### src/hdl/dse_pkg.sv
// ----------------------------------------------------------------------------
// dse_pkg: shared types and constants for the distinct subset enumerator
// Payload structs, mode and status codes, controller states and commands.
// ----------------------------------------------------------------------------
package dse_pkg;

  localparam int MAX_ELEMENTS_DEF = 16;
  localparam int VALUE_WIDTH_DEF  = 32;

  localparam logic [1:0] MODE_LOAD  = 2'd0;
  localparam logic [1:0] MODE_NEXT  = 2'd1;
  localparam logic [1:0] MODE_CLEAR = 2'd2;

  localparam logic [1:0] ST_OK    = 2'd0;
  localparam logic [1:0] ST_DONE  = 2'd1;
  localparam logic [1:0] ST_FULL  = 2'd2;
  localparam logic [1:0] ST_ACK   = 2'd3;

  typedef struct packed {
    logic        [1:0]  mode;
    logic signed [31:0] value;
  } in_item_t;

  typedef struct packed {
    logic signed [31:0] element_value;
    logic        [3:0]  position_in_subset;
    logic        [4:0]  subset_size;
    logic        [16:0] subset_number;
    logic               last_of_run;
    logic        [1:0]  status;
  } out_item_t;

  typedef enum logic [3:0] {
    S_IDLE, S_SORT_RD, S_SORT_CMP, S_PUSH, S_POP, S_SCAN_RD, S_SCAN_CMP,
    S_EMIT_RD, S_EMIT, S_RESP
  } state_t;

  // controller -> datapath
  typedef struct packed {
    logic clear;        // reset all enumeration state
    logic load;         // store input value
    logic restart;      // restart enumeration
    logic sort_init;    // start insertion sort
    logic sort_rd;      // read pair j-1,j
    logic sort_step;    // swap or advance
    logic push_start;   // push start index
    logic pop;          // pop top, set scan index
    logic scan_rd;      // read i and j
    logic scan_step;    // compare, push or advance
    logic emit_init;    // p = 0
    logic emit_rd;      // read element p
    logic emit_out;     // load output register with element
    logic resp;         // load output register with single response
    logic [1:0] resp_status;
    logic set_exhaust;
    logic set_sorted;
    logic count_inc;
  } cmd_t;

  // datapath -> controller
  typedef struct packed {
    logic full;
    logic sorted;
    logic exhausted;
    logic sort_done;    // outer index reached n
    logic can_push;     // start < n and depth < max
    logic depth_zero;
    logic scan_end;     // j reached n
    logic scan_hit;     // values differ
    logic emit_last;    // p+1 == depth
    logic out_busy;     // output register full, not taken
  } stat_t;

endpackage

### src/hdl/dse_ctrl.sv
// ----------------------------------------------------------------------------
// dse_ctrl: controller of the distinct subset enumerator
// Sequences sort, stack advance and element emission.
// ----------------------------------------------------------------------------
module dse_ctrl (
  input  logic              clk,
  input  logic              rst,
  input  logic              in_valid,
  input  logic [1:0]        in_mode,
  output logic              in_ready,
  input  dse_pkg::stat_t    stat,
  output dse_pkg::cmd_t     cmd
);

  dse_pkg::state_t state, state_next;

  always_ff @(posedge clk) begin
    if (rst) state <= dse_pkg::S_IDLE;
    else     state <= state_next;
  end

  assign in_ready = (state == dse_pkg::S_IDLE) && !stat.out_busy;

  always_comb begin
    state_next = state;
    case (state)
      dse_pkg::S_IDLE: begin
        if (in_valid && in_ready && in_mode == dse_pkg::MODE_NEXT) begin
          if (!stat.sorted)         state_next = dse_pkg::S_SORT_RD;
          else if (stat.exhausted)  state_next = dse_pkg::S_RESP;
          else if (stat.can_push)   state_next = dse_pkg::S_PUSH;
          else                      state_next = dse_pkg::S_POP;
        end
      end
      dse_pkg::S_SORT_RD:  state_next = stat.sort_done ? dse_pkg::S_RESP : dse_pkg::S_SORT_CMP;
      dse_pkg::S_SORT_CMP: state_next = dse_pkg::S_SORT_RD;
      dse_pkg::S_PUSH:     state_next = dse_pkg::S_EMIT_RD;
      dse_pkg::S_POP:      state_next = stat.depth_zero ? dse_pkg::S_RESP : dse_pkg::S_SCAN_RD;
      dse_pkg::S_SCAN_RD:  state_next = stat.scan_end ? dse_pkg::S_POP : dse_pkg::S_SCAN_CMP;
      dse_pkg::S_SCAN_CMP: state_next = stat.scan_hit ? dse_pkg::S_EMIT_RD : dse_pkg::S_SCAN_RD;
      dse_pkg::S_EMIT_RD:  if (!stat.out_busy) state_next = dse_pkg::S_EMIT;
      dse_pkg::S_EMIT:     state_next = stat.emit_last ? dse_pkg::S_IDLE : dse_pkg::S_EMIT_RD;
      dse_pkg::S_RESP:     if (!stat.out_busy) state_next = dse_pkg::S_IDLE;
      default:             state_next = dse_pkg::S_IDLE;
    endcase
  end

  always_comb begin
    cmd = '0;
    case (state)
      dse_pkg::S_IDLE: begin
        if (in_valid && in_ready) begin
          case (in_mode)
            dse_pkg::MODE_LOAD: begin
              cmd.resp = 1'b1;
              if (stat.full) cmd.resp_status = dse_pkg::ST_FULL;
              else begin
                cmd.resp_status = dse_pkg::ST_ACK;
                cmd.load        = 1'b1;
                cmd.restart     = 1'b1;
              end
            end
            dse_pkg::MODE_CLEAR: cmd.clear = 1'b1;
            dse_pkg::MODE_NEXT: begin
              if (!stat.sorted) cmd.sort_init = 1'b1;
              else if (!stat.exhausted && stat.can_push) cmd.push_start = 1'b1;
            end
            default: ;
          endcase
        end
      end
      dse_pkg::S_SORT_RD:  cmd.sort_rd = 1'b1;
      dse_pkg::S_SORT_CMP: cmd.sort_step = 1'b1;
      dse_pkg::S_PUSH:     cmd.emit_init = 1'b1;
      // pop only while the stack holds something; empty means no subset left
      dse_pkg::S_POP:      cmd.pop = !stat.depth_zero;
      dse_pkg::S_SCAN_RD:  cmd.scan_rd = 1'b1;
      dse_pkg::S_SCAN_CMP: begin
        cmd.scan_step = 1'b1;
        if (stat.scan_hit) cmd.emit_init = 1'b1;
      end
      dse_pkg::S_EMIT_RD:  cmd.emit_rd = 1'b1;
      dse_pkg::S_EMIT: begin
        cmd.emit_out = 1'b1;
        if (stat.emit_last) cmd.count_inc = 1'b1;
      end
      dse_pkg::S_RESP: begin
        if (!stat.out_busy) begin
          cmd.resp = 1'b1;
          if (!stat.sorted) begin
            cmd.resp_status = dse_pkg::ST_OK;
            cmd.set_sorted  = 1'b1;
            cmd.count_inc   = 1'b1;
          end else begin
            cmd.resp_status = dse_pkg::ST_DONE;
            cmd.set_exhaust = 1'b1;
          end
        end
      end
      default: ;
    endcase
  end

endmodule

### src/hdl/dse_datapath.sv
// ----------------------------------------------------------------------------
// dse_datapath: storage and arithmetic of the distinct subset enumerator
// Value memory, index stack, sort and scan pointers, output register.
// ----------------------------------------------------------------------------
module dse_datapath #(
  parameter int MAX_ELEMENTS = dse_pkg::MAX_ELEMENTS_DEF,
  parameter int VALUE_WIDTH  = dse_pkg::VALUE_WIDTH_DEF
) (
  input  logic                clk,
  input  logic                rst,
  input  logic signed [31:0]  in_value,
  input  dse_pkg::cmd_t       cmd,
  output dse_pkg::stat_t      stat,
  output logic                out_valid,
  input  logic                out_ready,
  output dse_pkg::out_item_t  out_item
);

  localparam int IW = (MAX_ELEMENTS > 1) ? $clog2(MAX_ELEMENTS) : 1;
  localparam int CW = $clog2(MAX_ELEMENTS + 1);

  logic signed [VALUE_WIDTH-1:0] mem [MAX_ELEMENTS];
  logic [IW-1:0] stk [MAX_ELEMENTS];

  logic [CW-1:0] count, depth, outer, jj, p;
  logic [IW-1:0] ii;
  logic          sorted, exhausted;
  logic signed [VALUE_WIDTH-1:0] rd_a, rd_b, rd_e;
  logic [CW-1:0] top_next;

  // top of stack plus one: start index for a push
  always_comb begin
    if (depth == '0) top_next = '0;
    else top_next = CW'(stk[IW'(depth - 1'b1)]) + 1'b1;
  end

  assign stat.full       = (count >= CW'(MAX_ELEMENTS));
  assign stat.sorted     = sorted;
  assign stat.exhausted  = exhausted;
  assign stat.sort_done  = (outer >= count);
  assign stat.can_push   = (top_next < count) && (depth < CW'(MAX_ELEMENTS));
  assign stat.depth_zero = (depth == '0);
  assign stat.scan_end   = (jj >= count);
  assign stat.scan_hit   = (rd_a != rd_b);
  assign stat.emit_last  = (p + 1'b1 == depth);
  assign stat.out_busy   = out_valid && !out_ready;

  // memory read port: sort uses jj-1/jj, scan uses ii/jj
  always_ff @(posedge clk) begin
    if (cmd.sort_rd) begin
      rd_a <= mem[IW'(jj - 1'b1)];
      rd_b <= mem[IW'(jj)];
    end else if (cmd.scan_rd) begin
      rd_a <= mem[ii];
      rd_b <= mem[IW'(jj)];
    end
    if (cmd.emit_rd) rd_e <= mem[stk[IW'(p)]];
    if (cmd.load) mem[IW'(count)] <= VALUE_WIDTH'(in_value);
    else if (cmd.sort_step && jj != '0 && rd_b < rd_a) begin
      mem[IW'(jj - 1'b1)] <= rd_b;
      mem[IW'(jj)]        <= rd_a;
    end
  end

  always_ff @(posedge clk) begin
    if (cmd.push_start) stk[IW'(depth)] <= IW'(top_next);
    else if (cmd.scan_step && stat.scan_hit) stk[IW'(depth)] <= IW'(jj);
  end

  always_ff @(posedge clk) begin
    if (rst || cmd.clear) begin
      count <= '0; sorted <= 1'b0; exhausted <= 1'b0; depth <= '0;
      outer <= '0; jj <= '0; ii <= '0; p <= '0;
    end else begin
      if (cmd.load) count <= count + 1'b1;
      if (cmd.restart) begin
        sorted <= 1'b0; exhausted <= 1'b0; depth <= '0;
      end
      if (cmd.sort_init) begin
        outer <= CW'(1); jj <= CW'(1);
      end
      // insertion sort by adjacent swaps; jj walks down while a swap is made,
      // at zero or with no swap the compare step moves on to the next outer index
      if (cmd.sort_step) begin
        if (jj != '0 && rd_b < rd_a) jj <= jj - 1'b1;
        else begin
          outer <= outer + 1'b1; jj <= outer + 1'b1;
        end
      end
      if (cmd.set_sorted) begin
        sorted <= 1'b1; depth <= '0; exhausted <= 1'b0;
      end
      if (cmd.set_exhaust) begin
        exhausted <= 1'b1; depth <= '0;
      end
      if (cmd.push_start) depth <= depth + 1'b1;
      if (cmd.pop && depth != '0) begin
        ii    <= stk[IW'(depth - 1'b1)];
        jj    <= CW'(stk[IW'(depth - 1'b1)]) + 1'b1;
        depth <= depth - 1'b1;
      end
      if (cmd.scan_step) begin
        if (stat.scan_hit) depth <= depth + 1'b1;
        else jj <= jj + 1'b1;
      end
      if (cmd.emit_init) p <= '0;
      if (cmd.emit_out) p <= p + 1'b1;
    end
  end

  // subset counter
  logic [16:0] subset_counter;
  always_ff @(posedge clk) begin
    if (rst || cmd.clear || cmd.restart) subset_counter <= '0;
    else if (cmd.count_inc) subset_counter <= subset_counter + 1'b1;
  end

  // single responses carry the ordinal only for ok and no-more-subsets
  logic [16:0] resp_num;
  assign resp_num = (cmd.resp_status == dse_pkg::ST_OK ||
                     cmd.resp_status == dse_pkg::ST_DONE) ? subset_counter : '0;

  // output register
  always_ff @(posedge clk) begin
    if (rst || cmd.clear) out_valid <= 1'b0;
    else if (cmd.resp || cmd.emit_out) out_valid <= 1'b1;
    else if (out_ready) out_valid <= 1'b0;
  end

  always_ff @(posedge clk) begin
    if (cmd.resp) begin
      out_item <= '{element_value: '0, position_in_subset: '0, subset_size: '0,
                    subset_number: resp_num, last_of_run: 1'b1,
                    status: cmd.resp_status};
    end else if (cmd.emit_out) begin
      out_item.element_value      <= 32'(rd_e);
      out_item.position_in_subset <= 4'(p);
      out_item.subset_size        <= 5'(depth);
      out_item.subset_number      <= subset_counter;
      out_item.last_of_run        <= stat.emit_last;
      out_item.status             <= dse_pkg::ST_OK;
    end
  end

endmodule

### src/hdl/distinct_subset_enumerator.sv
// ----------------------------------------------------------------------------
// distinct_subset_enumerator: distinct subsets of a loaded multiset
// ----------------------------------------------------------------------------
// Load values (mode 0) one per transaction; each load answers with one ack
// (or store-full) transaction. The first next request (mode 1) sorts the
// store in place by adjacent-swap insertion sort over the value memory,
// reading and then comparing each adjacent pair, then returns the empty
// subset. Each later next request advances the index stack to the following
// distinct subset in depth-first preorder and streams its elements, one per
// transaction with the last marked; each element is read and then emitted,
// and backtracking pops stack levels and scans indices, reading and then
// comparing each one. With many repeated values the scan can touch about
// N*N/2 indices in one request. A request after the last subset gives status
// "no more subsets". Mode 2 clears all. One input transaction is in service
// at a time.
module distinct_subset_enumerator #(
  parameter int MAX_ELEMENTS = dse_pkg::MAX_ELEMENTS_DEF,
  parameter int VALUE_WIDTH  = dse_pkg::VALUE_WIDTH_DEF
) (
  input  logic                clk,
  input  logic                rst,
  input  logic                in_valid,
  output logic                in_ready,
  input  dse_pkg::in_item_t   in_data,
  output logic                out_valid,
  input  logic                out_ready,
  output dse_pkg::out_item_t  out_data
);

  dse_pkg::cmd_t  cmd;
  dse_pkg::stat_t stat;

  dse_ctrl u_ctrl (
    .clk, .rst, .in_valid, .in_mode(in_data.mode), .in_ready, .stat, .cmd
  );

  dse_datapath #(.MAX_ELEMENTS(MAX_ELEMENTS), .VALUE_WIDTH(VALUE_WIDTH)) u_dp (
    .clk, .rst, .in_value(in_data.value), .cmd, .stat,
    .out_valid, .out_ready, .out_item(out_data)
  );

endmodule

### config.mk
export PLATFORM = sky130hd
export DESIGN_NAME = distinct_subset_enumerator
export DESIGN_NICKNAME = d
export VERILOG_FILES = /design/src/hdl/dse_pkg.sv /design/src/hdl/dse_ctrl.sv /design/src/hdl/dse_datapath.sv /design/src/hdl/distinct_subset_enumerator.sv
export SDC_FILE = /design/constraint.sdc
export NUM_CORES = 2
export LEC_CHECK = 0
export ABC_CLOCK_PERIOD_IN_PS = 6870
export BUFFER_PORTS_ARGS = -buffer_cell sky130_fd_sc_hd__clkbuf_2
export CORE_MARGIN = 2
export CORE_UTILIZATION = 39
export DETAILED_ROUTE_END_ITERATION = 8
export GPL_ROUTABILITY_DRIVEN = 0
export PLACE_DENSITY = 0.55
export REMOVE_ABC_BUFFERS = 1
export SYNTH_ARGS = -nofsm -noshare
export SYNTH_HDL_FRONTEND = slang
export SYNTH_SLANG_ARGS = --single-unit
### constraint.sdc
create_clock -name clk -period 6.87 [get_ports clk]
set_clock_uncertainty 0.2 [all_clocks]
set_input_delay 0.687 -clock clk [delete_from_list [all_inputs] [get_ports clk]]
set_output_delay 0.687 -clock clk [all_outputs]
set_load 0.01 [all_outputs]
==> results.yml <==
critical_path:
  cp_cell_sequence: "inv_1, ha_1, a21o_1, a21oi_1, nor3_1, nor4b_1, buf_4, a31oi_1, nor3_2, and3_2, buf_4, mux2_2"
  critPathMaxStageDelay_ps: 780
  critPathKind: "reg -> reg"
  worstPathRequired_ps: 7120
  end_kind: "flip-flop"
  worstPathArrival_ps: 6330
  cp-start-kind: "flip-flop"
  path_buf_inv: 3
  cp_top_family: "simple AND/OR/NAND/NOR gates"
  critPathSlowestCell: "and3_2"
  path_common_cell: "buf_4"
  worstPathMaxFanout: 21
die:
  die_area_mm2: 0.133
  ios: 101
  initial_core_util_pct: 39.3
  rows: 132
  die_y_um: 365
  die_width_um: 365
  placeableCoreArea_mm2: 0.129
synthesis:
  yosys-top-cells-area: "edfxtp_1, mux4_2, mux2_2, dfxtp_1, ha_1"
  ys_seq_area_share_pct: 44.8
  synthArstFlopShare_pct: 0
  synth_area_leader_cell: "edfxtp_1"
  synthFlopType: "edfxtp_1"
  synth_top_area_share_pct: 40.8
  ys_types: 72
  synth.avg_cell_area_um2: 15.9
  synth.most_common_cell: "edfxtp_1"
  syn_area_mm2: 0.0509
  yosysWarnings: 0
  syn_inst: 3199
  synth_edf_count: 691
  ys_top_cells_by_count: "edfxtp_1, mux4_2, mux2_2, nand2_1, clkbuf_1"
  ys_ff_latch: 794
placement:
  place_ws_ps: 905
  dp_hpwl_um: 100000
  io_buffers: 100
global_routing:
  grt_pass1_wl_um: 246000
  use_met2_pct: 40.5
  grtUsageTotal_pct: 25.9
  overflow: 0
  busiest_layer: "met2"
  met3_usage_pct: 6.28
  first_global_vias: 33300
  grtUsageMet1_pct: 34.9
  grt_start_max_net_pins: 82
  antenna_found_initial: 1
clock_tree:
  h-tree-depth: 3
  cts-resized-gates: 0
  cts_tree: "done"
  path_clk_slew_ps: 60
  worstSkewPairLatency_ps: 730
  cts.path.max_buffers: 3
  cts_sinks: 794
  cts-root-buf: "clkbuf_16"
  numCtsBuffers: 95
timing:
  finalMaxSlewViolations: 0
  fin_hold_ws_ps: 202
  relSlewSlack_pct: 21.1
  worstMarginPinSlew_ps: 1180
  hold_viol: 0
  fin_ws_ps: 789
  setup_viol: 0
  period_share_pct: 88.5
  finalCriticalPeriod_ps: 6080
  rsz0062_at_grt: "no"
  clock.fmax_mhz: 164
power_and_ir_drop:
  power_frac_comb_pct: 6.6
  sw_frac_of_total_pct: 23.0
  power.density_mw_per_mm2: 203
  internal_power_mw: 8.85
  p_switching_mw: 2.64
  power_frac_seq_pct: 46.6
  clockPowerShare_pct: 46.7
  ir_worst_vdd_mv: 0.177
  power.leakage_nw: 17.6
cells_and_area:
  syn_to_final_growth_pct: 11.1
  drive_above_1_share_pct: 51.1
  seq_area_mm2: 0.0228
  antenna_cells: 0
  nets: 3266
  fillCellCount: 11500
  multi_input_area_mm2: 0.0266
min_path:
  hold_path_class: "in -> reg"
routing:
  wl_um: 173000
  vias: 33200
  drcViolationCount: 0
  wl_per_cell_um: 34.7
  drt_iter0_drc: 4450
  antenna_left: 0
  routed_via_density: 6.66
  firstDrtPassIters: 5
run_status:
  status: "finished clean"
job:
  cap_violations: 0
[final timing paths]
path                  from  cells past startpoint  slack, ps         endpoint
max          u_dp.rd_a[22]                     12        790  u_dp.mem[9][18]
min              out_ready                      3        200   u_dp.out_valid
max reg2reg  u_dp.rd_a[22]                     12        790  u_dp.mem[9][18]
min reg2reg     u_dp.ii[3]                      2        250        flip-flop
[power by group through the flow]
| stage | registers, mW | logic [mW] | clock network, mW |
|---|---|---|---|
| CTS | 5.36 | 0.761 | 5.47 |
| finish | 5.36 | 0.762 | 5.37 |
| floorplan | 5.47 | 0.577 | 0 |
| global route | 5.36 | 0.812 | 5.66 |
| detailed placement | 5.46 | 0.756 | 0 |
| global placement | 5.45 | 0.742 | 0 |
[registers in the layout, summed over array words and instances (netlist names), 17 cells and up, named ones only]
register,flops
u_dp.out_item,61
u_dp.rd_b,32
u_dp.rd_a,32
u_dp.stk,64
u_dp.mem,512
u_dp.rd_e,32
u_dp.subset_counter,17
[layer usage]
layer	part of all wire [%]	wire length (µm)	up-vias
li1	-	-	13200
met1	39	68200	17500
met2	47	80600	2220
met3	10	17700	392
met4	3.8	6590	0
met5	0	0	-
[worst min-delay path: stages]
cell and delay [ps]:
clkbuf_2 90, nor2b_1 80, o21a_1 190
[metrics by stage]
stage | TNS, ps | util (%) | std cells | power, mW | instance area, µm²
floorplan | -8143190 | - | 2873 | 6.04 | 49300
global placement | 0 | 41.1 | 4812 | 6.20 | 53200
detailed placement | 0 | 41.1 | 4812 | 6.21 | 53200
CTS | 0 | 43.7 | 4991 | 11.6 | 56500
global route | 0 | 43.7 | 4991 | 11.8 | 56500
finish | 0 | 43.7 | 4991 | 11.5 | 56500
[repair_timing]
| action | 4_1_cts | 5_1_grt |
|---|---|---|
| setup buffers | 0 | 0 |
| hold buffers | 1 | 0 |
| setup endpoints to repair | 0 | 0 |
| endpoints found under the hold margin | 1 | 0 |
[cell usage in the layout, fill, tap and decap left out, types with 14 or more instances in the layout]
cell and instances:
o21ai_1 21, clkinv_1 19, nand2_1 173, buf_4 83
mux4_2 642, edfxtp_1 691, bufinv_16 16, and2_1 28
nand4_1 21, mux2_2 602, xor2_1 19, clkinv_2 17
dfxtp_1 95, buf_12 14, inv_1 53, mux2i_1 37
a21oi_1 91, and3_1 14, clkbuf_2 100, nand3_1 25
ha_1 59, o21ai_0 41, clkbuf_16 97, nor2_1 56
xnor2_1 19
[final cells by class]
class	instances	share of cell area, %
clock inverter	70	1.45
sequential	794	40.4
timing repair buffer	198	2.50
clock buffer	108	4.37
inverter	53	0.352
tap	1742	3.86
multi-input combinational	2026	47.1
[cell families (layout without fill, tap and decap cells)]
group | count (synthesis) | after routing | synth area share [%]
muxes | 1295 | 1295 | 43.0
and+or+nand+nor | 403 | 403 | 3.96
adders and majority gates | 60 | 60 | 1.48
AOI/OAI and AO/OA | 227 | 227 | 2.60
DFF | 794 | 794 | 44.8
buffers and inverters | 379 | 429 | 3.44
xor gates and xnor gates | 41 | 41 | 0.733
Note: power is estimated with default switching activity, not from simulation.
